## config.mk

```make
export PLATFORM = sky130hd
export DESIGN_NAME = go_to_goal_speed_command_top
export DESIGN_NICKNAME = d
export VERILOG_FILES = /design/src/gtg_pkg.sv /design/src/gtg_cordic.sv /design/src/go_to_goal_speed_command_top.sv
export SDC_FILE = /design/constraint.sdc
export NUM_CORES = 2
export LEC_CHECK = 0
export ABC_CLOCK_PERIOD_IN_PS = 9400
export BUFFER_PORTS_ARGS = -buffer_cell sky130_fd_sc_hd__buf_4
export CAP_MARGIN = 20
export CELL_PAD_IN_SITES_DETAIL_PLACEMENT = 1
export CELL_PAD_IN_SITES_GLOBAL_PLACEMENT = 2
export CORE_MARGIN = 5
export CORE_UTILIZATION = 41
export DETAILED_ROUTE_END_ITERATION = 6
export PLACE_DENSITY = 0.89
export SKIP_CTS_REPAIR_TIMING = 1
export SLEW_MARGIN = 30
export SYNTH_ARGS = -nofsm -noshare
export SYNTH_HDL_FRONTEND = slang
export SYNTH_SLANG_ARGS = --single-unit
```

## constraint.sdc

```tcl
create_clock -name clk -period 9.4 [get_ports clk]
set_input_delay 1.88 -clock clk [delete_from_list [all_inputs] [get_ports clk]]
set_output_delay 1.88 -clock clk [all_outputs]
set_load 0.05 [all_outputs]
```

## src/gtg_pkg.sv

```systemverilog
// Shared types, widths and constants of the go-to-goal speed command block.
// Used by gtg_cordic and go_to_goal_speed_command_top; depends on nothing.
package gtg_pkg;

  // Guard bits added below the Q7.8 position difference before the CORDIC.
  localparam int GUARD = 6;
  // CORDIC vector width: a 17 bit difference, the guard bits and the CORDIC gain.
  localparam int XW = 26;
  // Angle accumulator width, Q.20 radians.
  localparam int ZW = 24;
  // Width of the distance product and of the unsigned Q11.8 distance taken from it.
  localparam int PW = XW - 1 + 16;
  localparam int DW = PW - (16 + GUARD);
  // Width of the raw speed product after the Q4.8 gain shift.
  localparam int SW = DW + 12 - 8;

  localparam logic [15:0] INV_GAIN_Q16 = 16'd39797;
  localparam int HALF_PI_Q20 = 1647099;
  localparam int PI_Q12 = 12868;
  localparam int DIST_MIN_Q8 = 25;
  localparam int ERR_MAX_Q12 = 819;
  localparam int MAX_STAGES = 20;

  // Register indexes on the configuration port.
  localparam logic [1:0] REG_GOAL_X = 2'd0;
  localparam logic [1:0] REG_GOAL_Y = 2'd1;
  localparam logic [1:0] REG_SPEED_GAIN = 2'd2;
  localparam logic [1:0] REG_SPEED_LIMIT = 2'd3;

  // One vector in flight through the CORDIC.
  typedef struct packed {
    logic signed [XW-1:0] x;
    logic signed [XW-1:0] y;
    logic signed [ZW-1:0] z;
  } gtg_vec_t;

  // Elementary angles atan(2^-i) in Q.20 radians.
  function automatic logic signed [ZW-1:0] atan_q20(input int idx);
    logic signed [ZW-1:0] val;
    case (idx)
      0: val = 24'sd823550;
      1: val = 24'sd486170;
      2: val = 24'sd256879;
      3: val = 24'sd130396;
      4: val = 24'sd65451;
      5: val = 24'sd32757;
      6: val = 24'sd16383;
      7: val = 24'sd8192;
      8: val = 24'sd4096;
      9: val = 24'sd2048;
      10: val = 24'sd1024;
      11: val = 24'sd512;
      12: val = 24'sd256;
      13: val = 24'sd128;
      14: val = 24'sd64;
      15: val = 24'sd32;
      16: val = 24'sd16;
      17: val = 24'sd8;
      18: val = 24'sd4;
      19: val = 24'sd2;
      default: val = '0;
    endcase
    return val;
  endfunction

endpackage

```

## src/gtg_cordic.sv

```systemverilog
// Pipelined vectoring CORDIC, one micro-rotation per register stage.
// Depends on gtg_pkg for the vector type and the elementary angle table.
module gtg_cordic #(
  parameter int STAGES = 14,
  parameter int TAG_W = 15
) (
  input  logic                 clk,
  input  logic                 rst_n,
  input  logic                 in_valid,
  input  gtg_pkg::gtg_vec_t    in_vec,
  input  logic [TAG_W-1:0]     in_tag,
  output logic                 out_valid,
  output gtg_pkg::gtg_vec_t    out_vec,
  output logic [TAG_W-1:0]     out_tag
);

  logic [STAGES-1:0]  vld_r;
  gtg_pkg::gtg_vec_t  vec_r [STAGES];
  logic [TAG_W-1:0]   tag_r [STAGES];

  for (genvar i = 0; i < STAGES; i++) begin : g_stage
    logic              src_vld;
    gtg_pkg::gtg_vec_t src_vec;
    logic [TAG_W-1:0]  src_tag;
    gtg_pkg::gtg_vec_t vec_nxt;

    if (i == 0) begin : g_first
      assign src_vld = in_valid;
      assign src_vec = in_vec;
      assign src_tag = in_tag;
    end else begin : g_next
      assign src_vld = vld_r[i-1];
      assign src_vec = vec_r[i-1];
      assign src_tag = tag_r[i-1];
    end

    // Rotate toward the x axis; the shifts are arithmetic, so they floor.
    always_comb begin
      if (src_vec.y > 0) begin
        vec_nxt.x = src_vec.x + (src_vec.y >>> i);
        vec_nxt.y = src_vec.y - (src_vec.x >>> i);
        vec_nxt.z = src_vec.z + gtg_pkg::atan_q20(i);
      end else begin
        vec_nxt.x = src_vec.x - (src_vec.y >>> i);
        vec_nxt.y = src_vec.y + (src_vec.x >>> i);
        vec_nxt.z = src_vec.z - gtg_pkg::atan_q20(i);
      end
    end

    always_ff @(posedge clk) begin
      if (!rst_n) begin
        vld_r[i] <= 1'b0;
      end else begin
        vld_r[i] <= src_vld;
      end
    end

    always_ff @(posedge clk) begin
      vec_r[i] <= vec_nxt;
      tag_r[i] <= src_tag;
    end
  end

  assign out_valid = vld_r[STAGES-1];
  assign out_vec   = vec_r[STAGES-1];
  assign out_tag   = tag_r[STAGES-1];

endmodule

```

## src/go_to_goal_speed_command_top.sv

```systemverilog
// Top level of the go-to-goal speed command block: APB register file and pipeline.
// Depends on gtg_pkg and instantiates gtg_cordic.
//
// The block turns a stream of poses into speed commands toward a goal.
// A pose beat (in_pos_x, in_pos_y in Q7.8, in_heading in Q2.12 radians) is
// taken at every rising edge where start is high and busy is low. busy never
// rises, so a new pose can enter on every cycle: the throughput is one beat
// per clock, set by a fully pipelined CORDIC with one micro-rotation per stage.
// Each pose gives exactly one result beat: out_valid is high for one cycle
// with out_forward_speed and out_turn_rate. A pose passes through a register
// that forms and prerotates the goal vector, CORDIC_STAGES rotation stages,
// one stage for the distance multiply and heading error, one for the gain
// multiply and one to select and saturate the command.
// The receiver cannot stall, so results simply flow out in order.
// A synchronous reset (rst_n low) empties the pipeline and loads the goal
// (1.0, 1.0), a gain of 1.0 and a speed limit of 3.0. Registers are written
// over the APB port at 4 * index and should only change while no pose is in
// flight; reads return the current values.
module go_to_goal_speed_command_top #(
  parameter int CORDIC_STAGES = 14
) (
  input  logic               clk,
  input  logic               rst_n,
  // Pose channel.
  input  logic               start,
  output logic               busy,
  input  logic signed [15:0] in_pos_x,
  input  logic signed [15:0] in_pos_y,
  input  logic signed [14:0] in_heading,
  // Command channel.
  output logic               out_valid,
  output logic [14:0]        out_forward_speed,
  output logic [14:0]        out_turn_rate,
  // Configuration port.
  input  logic               psel,
  input  logic               penable,
  input  logic               pwrite,
  input  logic [3:0]         paddr,
  input  logic [31:0]        pwdata,
  output logic [31:0]        prdata,
  output logic               pready
);

  localparam int XW = gtg_pkg::XW;
  localparam int ZW = gtg_pkg::ZW;
  localparam int PW = gtg_pkg::PW;
  localparam int DW = gtg_pkg::DW;
  localparam int SW = gtg_pkg::SW;

  // ---------------------------------------------------------------------------
  // Configuration registers.
  // ---------------------------------------------------------------------------
  logic signed [15:0] goal_x_r;
  logic signed [15:0] goal_y_r;
  logic [11:0]        speed_gain_r;
  logic [14:0]        speed_limit_r;
  logic               cfg_wr;

  assign pready = 1'b1;
  assign cfg_wr = psel && penable && pwrite && pready;

  always_ff @(posedge clk) begin
    if (!rst_n) begin
      goal_x_r      <= 16'sd256;
      goal_y_r      <= 16'sd256;
      speed_gain_r  <= 12'd256;
      speed_limit_r <= 15'd768;
    end else if (cfg_wr) begin
      unique case (paddr[3:2])
        gtg_pkg::REG_GOAL_X:      goal_x_r      <= pwdata[15:0];
        gtg_pkg::REG_GOAL_Y:      goal_y_r      <= pwdata[15:0];
        gtg_pkg::REG_SPEED_GAIN:  speed_gain_r  <= pwdata[11:0];
        gtg_pkg::REG_SPEED_LIMIT: speed_limit_r <= pwdata[14:0];
        default: ;
      endcase
    end
  end

  // Goal coordinates read back sign extended, the others zero extended.
  always_comb begin
    unique case (paddr[3:2])
      gtg_pkg::REG_GOAL_X:      prdata = 32'(goal_x_r);
      gtg_pkg::REG_GOAL_Y:      prdata = 32'(goal_y_r);
      gtg_pkg::REG_SPEED_GAIN:  prdata = {20'd0, speed_gain_r};
      gtg_pkg::REG_SPEED_LIMIT: prdata = {17'd0, speed_limit_r};
      default:                  prdata = '0;
    endcase
  end

  // The pipeline never holds back a pose.
  assign busy = 1'b0;

  // ---------------------------------------------------------------------------
  // Stage A: goal vector with guard bits, prerotated into the right half plane.
  // ---------------------------------------------------------------------------
  logic signed [16:0]   dx;
  logic signed [16:0]   dy;
  logic signed [XW-1:0] dx_g;
  logic signed [XW-1:0] dy_g;
  gtg_pkg::gtg_vec_t    a_vec_nxt;
  gtg_pkg::gtg_vec_t    a_vec_r;
  logic signed [14:0]   a_hd_r;
  logic                 a_vld_r;

  assign dx   = 17'(goal_x_r) - 17'(in_pos_x);
  assign dy   = 17'(goal_y_r) - 17'(in_pos_y);
  assign dx_g = XW'(dx) <<< gtg_pkg::GUARD;
  assign dy_g = XW'(dy) <<< gtg_pkg::GUARD;

  // A vector in the left half plane is turned by a quarter turn first, so the
  // CORDIC only has to cover plus or minus ninety degrees.
  always_comb begin
    if (dx_g < 0 && dy_g >= 0) begin
      a_vec_nxt.x = dy_g;
      a_vec_nxt.y = -dx_g;
      a_vec_nxt.z = ZW'(gtg_pkg::HALF_PI_Q20);
    end else if (dx_g < 0) begin
      a_vec_nxt.x = -dy_g;
      a_vec_nxt.y = dx_g;
      a_vec_nxt.z = -ZW'(gtg_pkg::HALF_PI_Q20);
    end else begin
      a_vec_nxt.x = dx_g;
      a_vec_nxt.y = dy_g;
      a_vec_nxt.z = '0;
    end
  end

  always_ff @(posedge clk) begin
    if (!rst_n) begin
      a_vld_r <= 1'b0;
    end else begin
      a_vld_r <= start && !busy;
    end
  end

  always_ff @(posedge clk) begin
    a_vec_r <= a_vec_nxt;
    a_hd_r  <= in_heading;
  end

  // ---------------------------------------------------------------------------
  // CORDIC stages; the heading rides along as a tag.
  // ---------------------------------------------------------------------------
  logic              c_vld;
  gtg_pkg::gtg_vec_t c_vec;
  logic [14:0]       c_tag;

  gtg_cordic #(
    .STAGES (CORDIC_STAGES),
    .TAG_W  (15)
  ) u_cordic (
    .clk       (clk),
    .rst_n     (rst_n),
    .in_valid  (a_vld_r),
    .in_vec    (a_vec_r),
    .in_tag    (a_hd_r),
    .out_valid (c_vld),
    .out_vec   (c_vec),
    .out_tag   (c_tag)
  );

  // ---------------------------------------------------------------------------
  // Stage M: distance from the CORDIC length, bearing and heading error.
  // ---------------------------------------------------------------------------
  logic [XW-2:0]        x_pos;
  logic [PW-1:0]        dist_prod;
  logic signed [ZW-1:0] z_round;
  logic signed [15:0]   bearing;
  logic signed [16:0]   err;
  logic [16:0]          err_abs;
  logic [DW-1:0]        m_dist_r;
  logic [14:0]          m_err_r;
  logic                 m_vld_r;

  assign x_pos     = c_vec.x[XW-1] ? '0 : c_vec.x[XW-2:0];
  // Scale by the inverse CORDIC gain in Q.16 and round half up to unsigned Q11.8.
  assign dist_prod = PW'(x_pos) * PW'(gtg_pkg::INV_GAIN_Q16)
                   + (PW'(1) << (15 + gtg_pkg::GUARD));
  assign z_round   = (c_vec.z + ZW'(128)) >>> 8;

  // The bearing is clamped to plus or minus pi before the heading is taken off.
  always_comb begin
    if (z_round > gtg_pkg::PI_Q12) begin
      bearing = 16'(gtg_pkg::PI_Q12);
    end else if (z_round < -gtg_pkg::PI_Q12) begin
      bearing = -16'(gtg_pkg::PI_Q12);
    end else begin
      bearing = z_round[15:0];
    end
  end

  assign err     = 17'(bearing) - 17'(signed'(c_tag));
  assign err_abs = err[16] ? 17'(-err) : 17'(err);

  always_ff @(posedge clk) begin
    if (!rst_n) begin
      m_vld_r <= 1'b0;
    end else begin
      m_vld_r <= c_vld;
    end
  end

  always_ff @(posedge clk) begin
    m_dist_r <= dist_prod[PW-1 -: DW];
    m_err_r  <= err_abs[14:0];
  end

  // ---------------------------------------------------------------------------
  // Stage S: proportional speed and the two decisions.
  // ---------------------------------------------------------------------------
  logic [DW+11:0] spd_prod;
  logic [SW-1:0]  s_spd_r;
  logic [14:0]    s_err_r;
  logic           s_at_goal_r;
  logic           s_turn_r;
  logic           s_vld_r;

  assign spd_prod = (DW + 12)'(speed_gain_r) * (DW + 12)'(m_dist_r);

  always_ff @(posedge clk) begin
    if (!rst_n) begin
      s_vld_r <= 1'b0;
    end else begin
      s_vld_r <= m_vld_r;
    end
  end

  always_ff @(posedge clk) begin
    s_spd_r     <= spd_prod[DW+11:8];
    s_err_r     <= m_err_r;
    s_at_goal_r <= m_dist_r <= DW'(gtg_pkg::DIST_MIN_Q8);
    s_turn_r    <= m_err_r > 15'(gtg_pkg::ERR_MAX_Q12);
  end

  // ---------------------------------------------------------------------------
  // Stage O: pick the command. At the goal both are zero, a large heading
  // error turns in place, and otherwise the speed is capped at the limit.
  // ---------------------------------------------------------------------------
  logic [14:0] fwd_nxt;
  logic [14:0] turn_nxt;
  logic [14:0] fwd_r;
  logic [14:0] turn_r;
  logic        out_valid_r;

  always_comb begin
    fwd_nxt  = '0;
    turn_nxt = '0;
    if (!s_at_goal_r) begin
      if (s_turn_r) begin
        turn_nxt = s_err_r;
      end else if (s_spd_r > SW'(speed_limit_r)) begin
        fwd_nxt = speed_limit_r;
      end else begin
        fwd_nxt = s_spd_r[14:0];
      end
    end
  end

  always_ff @(posedge clk) begin
    if (!rst_n) begin
      out_valid_r <= 1'b0;
    end else begin
      out_valid_r <= s_vld_r;
    end
  end

  always_ff @(posedge clk) begin
    fwd_r  <= fwd_nxt;
    turn_r <= turn_nxt;
  end

  assign out_valid         = out_valid_r;
  assign out_forward_speed = fwd_r;
  assign out_turn_rate     = turn_r;

  // ---------------------------------------------------------------------------
  // Assertions.
  // ---------------------------------------------------------------------------

  // Every accepted pose comes out after the fixed pipeline latency.
  a_latency : assert property (@(posedge clk) disable iff (!rst_n)
    start && !busy |-> ##(CORDIC_STAGES + 4) out_valid)
    else $error("accepted pose did not produce a result on time");

  // The block never drives forward and turns at the same time.
  a_exclusive : assert property (@(posedge clk) disable iff (!rst_n)
    out_valid |-> (out_forward_speed == '0 || out_turn_rate == '0))
    else $error("forward speed and turn rate both nonzero");

  // The forward command respects the configured limit.
  a_limit : assert property (@(posedge clk) disable iff (!rst_n)
    out_valid |-> out_forward_speed <= speed_limit_r)
    else $error("forward speed above the speed limit");

  // A turn command is only issued for a heading error beyond the threshold.
  a_turn_min : assert property (@(posedge clk) disable iff (!rst_n)
    out_valid |-> (out_turn_rate == '0 || out_turn_rate > 15'(gtg_pkg::ERR_MAX_Q12)))
    else $error("turn rate below the turning threshold");

endmodule
```

# Word-level counts from Yosys, hierarchy flattened
# Memories as Yosys holds them, arrays and structs flattened.
# Index checks and enable logic that the tools add are counted.
dict set report word_totals {
  mem_bits_ro 0
  in_bits 89
  ff_bits 272
  mem_bits_rw 1274
  n_memories 2
  latch_bits 0
}
# memory words width read_ports rd_ports_with_merged_regs wr line_no
set mem_list {}
lappend mem_list {u_cordic.vec_r 14 76 14 0 14 gtg_cordic.sv:18} ;# gtg_pkg::gtg_vec_t vec_r [STAGES];
lappend mem_list {u_cordic.tag_r 14 15 14 0 14 gtg_cordic.sv:19} ;# logic [TAG_W-1:0] tag_r [STAGES];
dict set report op_classes {
  muxes 22
  shift 0
  multipliers 2
  eq_ne 3
  n_bitwise 2
  reduce_logical 11
  add_sub_neg 91
  order_cmp 21
  n_div 0
}
# op n
set op_table {}
lappend op_table {{76-bit two-way mux} 16}
lappend op_table {{26-bit by 1-bit > comparator with 1-bit output, second input constant} 14}
lappend op_table {{32-bit one-hot mux with 4 select lines} 1}
lappend op_table {{26-bit by 13-bit adder with 26-bit output} 2}
lappend op_table {{26-bit by 14-bit adder with 26-bit output} 2}
lappend op_table {{26-bit by 15-bit adder with 26-bit output} 2}
lappend op_table {{26-bit by 16-bit adder with 26-bit output} 2}
lappend op_table {{26-bit by 17-bit adder with 26-bit output} 2}
lappend op_table {{26-bit by 18-bit adder with 26-bit output} 2}
lappend op_table {{26-bit by 19-bit adder with 26-bit output} 2}
lappend op_table {{26-bit by 20-bit adder with 26-bit output} 2}
lappend op_table {{26-bit by 21-bit adder with 26-bit output} 2}
lappend op_table {{26-bit by 22-bit adder with 26-bit output} 2}
lappend op_table {{26-bit by 23-bit adder with 26-bit output} 2}
lappend op_table {{26-bit by 24-bit adder with 26-bit output} 2}
lappend op_table {{26-bit by 25-bit adder with 26-bit output} 2}
lappend op_table {{23-bit negation with 26-bit output} 2}
lappend op_table {{26-bit by 13-bit subtractor with 26-bit output} 2}
lappend op_table {{26-bit by 14-bit subtractor with 26-bit output} 2}
lappend op_table {{26-bit by 15-bit subtractor with 26-bit output} 2}
lappend op_table {{26-bit by 16-bit subtractor with 26-bit output} 2}
lappend op_table {{26-bit by 17-bit subtractor with 26-bit output} 2}
lappend op_table {{26-bit by 18-bit subtractor with 26-bit output} 2}
lappend op_table {{26-bit by 19-bit subtractor with 26-bit output} 2}
lappend op_table {{other kinds (57)} 79}

# Longest topological paths before layout
# An unclocked memory read counts as a cell.
dict set report depth {
  word_depth 8
  ltp_mapped 26
  depth_no_buf 24
}

# By module
# Synthesis repeated with hierarchy kept, for this count alone.
dict set report hier_totals {
  hier_cells 11872
  hier_area_um2 105725.1
}
# mod cells_each seq_area_each_um2 area_each_um2 instances
set by_module_without_submodules {}
lappend by_module_without_submodules {gtg_cordic 9145 25764.7 80823.8 1}
lappend by_module_without_submodules {go_to_goal_speed_command_top 2727 4504.3 24901.4 1}

# Worst setup path before layout
# Ideal clock, no wire load.
dict set report synth_timing {
  kind {register to register}
  start {memory u_cordic.vec_r[13][75] (netlist bit)}
  end {register m_dist_r[18]}
  setup_slack_ns 2.765
  path_stages_with_launch 26
  period_less_slack_ns 6.635
  arrival_time_ns 6.511
  t_required_ns 9.277
  cell_sequence {dfxtp_1 > clkbuf_1 > clkbuf_1 > nand2b_1 > inv_1 > fa_1 > inv_1 > fa_1 > fa_1 > inv_1 > fa_1 > fa_1 > inv_1 > fa_1 > inv_1 > ha_1 > a21o_1 > nand3_1 > a21oi_1 > o311a_1 > o311a_1 > o2111ai_1 > o211ai_1 > a31oi_1 > o21bai_1 > xor2_1}
}
# item line_no
set synth_lines {}
lappend synth_lines {{from (decl)} gtg_cordic.sv:18}
lappend synth_lines {{to (signal assigned)} go_to_goal_speed_command_top.sv:204} ;# m_dist_r <= dist_prod[PW-1 -: DW];
lappend synth_lines {{to (decl)} go_to_goal_speed_command_top.sv:171} ;# logic [DW-1:0] m_dist_r;

==> results.yml <==
logic_synthesis:
  synth_seq_cells: 1398
  async_reset_ff_frac: 0
  synth_area_leaders: "dfxtp_1, ha_1, xnor2_1"
  netlist_instances: 11123
  synth_cell_types: 106
  yosys.area.top_type: "dfxtp_1"
  avgSynthCellArea_um2: 8.85
  yosysWarnings: 0
  synth_area_um2: 98500
  synth-edff-count: 0
  synthFlopType: "dfxtp_1"
  synth.top_cell.area_share: 0.284
  ys_seq_area_frac: 0.284
route:
  drtAntennaViolNets: 0
  wirelength_um: 291000
  vias: 79494
  post_drt_wl_per_cell_um: 20.0
  drtIter0Drc: 3257
  via_per_inst: 5.46
  first_pass_iters: 7
  drcViolationCount: 3
worst_setup_path:
  cp_max_fo: 34
  start_kind: "flop"
  crit_family: "adder cells"
  crit_start: "u_cordic.vec_r[13][75]"
  slowest_delay_ns: 0.66
  crit_top_cell: "fa_1"
  required_ns: 10.12
  end_kind: "flop"
  r2r-start: "u_cordic.vec_r[13][75]"
  critPathSlowestCell: "nor2b_1"
  path_cells: "buf_4 -> nor2b_1 -> nand2_1 -> inv_1 -> a21oi_1 -> fa_1 -> inv_1 -> fa_1 -> fa_1 -> fa_1 -> inv_1 -> fa_1 -> inv_1 -> ha_1 -> nand4_1 -> or2_2 -> a211oi_1 -> o311a_1 -> o2111ai_1 -> o211ai_1 -> a31oi_1 -> o21bai_1 -> xor2_1"
  cp.arrival_ns: 8.08
  r2r_slack_ns: 2.04
  worst-path-buf-inv: 5
  crit_type: "flop to flop"
place:
  place_congestion: 0.911
  dp_hpwl_um: 236000
  port_buffers: 133
global_route:
  grt_pass1_wl_um: 466000
  grt_overflow_total: 0
  grt_pass1_vias: 85920
  grt_antenna_before_repair: 10
  grt_max_degree: 78
  grtUsageTotal: 0.228
sta:
  slew_headroom: 0.285
  hold_viol_final: 0
  whs_ns: 0.277
  fin_skew_ns: 0.0766
  final_max_slew_viol_count: 0
  fmax_ghz: 0.136
  finalCritPeriodShare: 0.783
  tns_ns: 0
  worst_pin_slew_ns: 1.07
  grt_setup_unrepaired: "no"
  fin_crit_ns: 7.36
  setup_viol: 0
finish:
  nFillCells: 27846
  final_common_cell: "dfxtp_1"
  fin_nets: 12893
  area_growth_pct: 10.4
  final_cell_mix: "dfxtp_1, ha_1, inv_1, xnor2_1, nor2_1"
  drive_gt1_frac: 0.0538
clocking:
  htreeDepth: 4
  clock_path_buffers: 3
  clock_sinks: 1398
  clockRootBuffer: "clkbuf_16"
  cts-buffers-inserted: 163
  cts_tree: "done"
  clock_latency_ns: 0.85
  clk_pin_slew_ns: 0.06
worst_hold_path:
  hp-class: "flop to flop"
  holdCritStartpoint: "a_hd_r[6]"
floorplan:
  ios: 154
  die_y_um: 500
  coreArea_um2: 240000
  start_util: 0.411
  num_rows: 180
  fp.dieW_um: 500
  die_area_um2: 250000
status:
  outcome: "complete, but fails checks"
  violations: "DRC"
job:
  drv_cap: 0
layout make-up:
type	count	area, um^2	area share
antenna	2	5.00	0.0000460
clock buffer	217	4540	0.0418
clock inverter	83	1280	0.0117
inverter	930	3500	0.0321
multi-input combinational	8574	66200	0.608
sequential	1398	28000	0.257
tap	3185	3990	0.0366
timing repair buffer	172	1290	0.0119
cells in the mapped netlist (74+ instances only):
cell type	number
fa_1	376
nand3_1	226
and2_1	177
nand2b_1	117
xor2_1	406
nor2_1	816
nor3_1	298
or3_1	99
nor4_1	84
clkbuf_1	180
a21oi_1	769
o31ai_1	108
o211ai_1	74
dfxtp_1	1398
xnor2_1	873
ha_1	1189
nand2_1	779
a21o_1	286
inv_1	923
o21ai_0	508
and3_1	95
a31oi_1	80
o21a_1	133
o21bai_1	97
a21boi_0	84
nor2b_1	139
logic make-up after synthesis:
logic type	count (synthesis)	synth area share
compound gates	2566	0.168
xor+xnor	1280	0.114
fa+ha+maj	1567	0.228
buf+inv	1154	0.0449
flops	1398	0.284
mux	71	0.00886
other cells	2	0.0000763
simple gates	3085	0.152
through the flow:
step                      setup slack (ns)  cell area, um^2  cells  utilization
after floorplan                       2.77            98500  11126            -
after global placement                2.05           103000  14258        0.429
after detailed placement              1.95           103000  14258        0.429
after CTS                             1.80           109000  14558        0.453
after global routing                  1.65           109000  14560        0.453
final                                 2.04           109000  14561        0.453
flip-flops by register name, indices dropped and copies added, names as in the netlist:
name                      flops
speed_limit_r                15
out_turn_rate                15
u_cordic.out_valid            1
a_vec_r                      43
s_at_goal_r                   1
u_cordic.g_stage.src_vld     13
m_vld_r                       1
goal_y_r                     16
speed_gain_r                 12
a_vld_r                       1
goal_x_r                     16
u_cordic.tag_r              210
m_dist_r                     19
u_cordic.vec_r              949
s_vld_r                       1
out_forward_speed            15
s_err_r                      15
s_turn_r                      1
out_valid                     1
m_err_r                      15
a_hd_r                       15
s_spd_r                      23
routing by layer:
| metal | part of all wire | up-vias | routed length [um] | track usage |
|---|---|---|---|---|
| met5 | 0 | - | 0 | 0 |
| met4 | 0.037 | 0 | 10800 | 0.0792 |
| met3 | 0.025 | 507 | 7350 | 0.0221 |
| met2 | 0.50 | 1133 | 146000 | 0.416 |
| met1 | 0.44 | 39015 | 128000 | 0.279 |
| li1 | - | 38839 | - | - |
path summary, 6_finish.rpt:
kind,endpoint,cells past startpoint
min reg2reg,u_cordic.tag_r[0][6],0
max reg2reg,m_dist_r[18],23
max,m_dist_r[18],23
min,u_cordic.tag_r[0][6],0
Power is left out: the tool's default activity adds up to more than one toggle a clock period on the data nets, which glitch-free logic cannot reach.
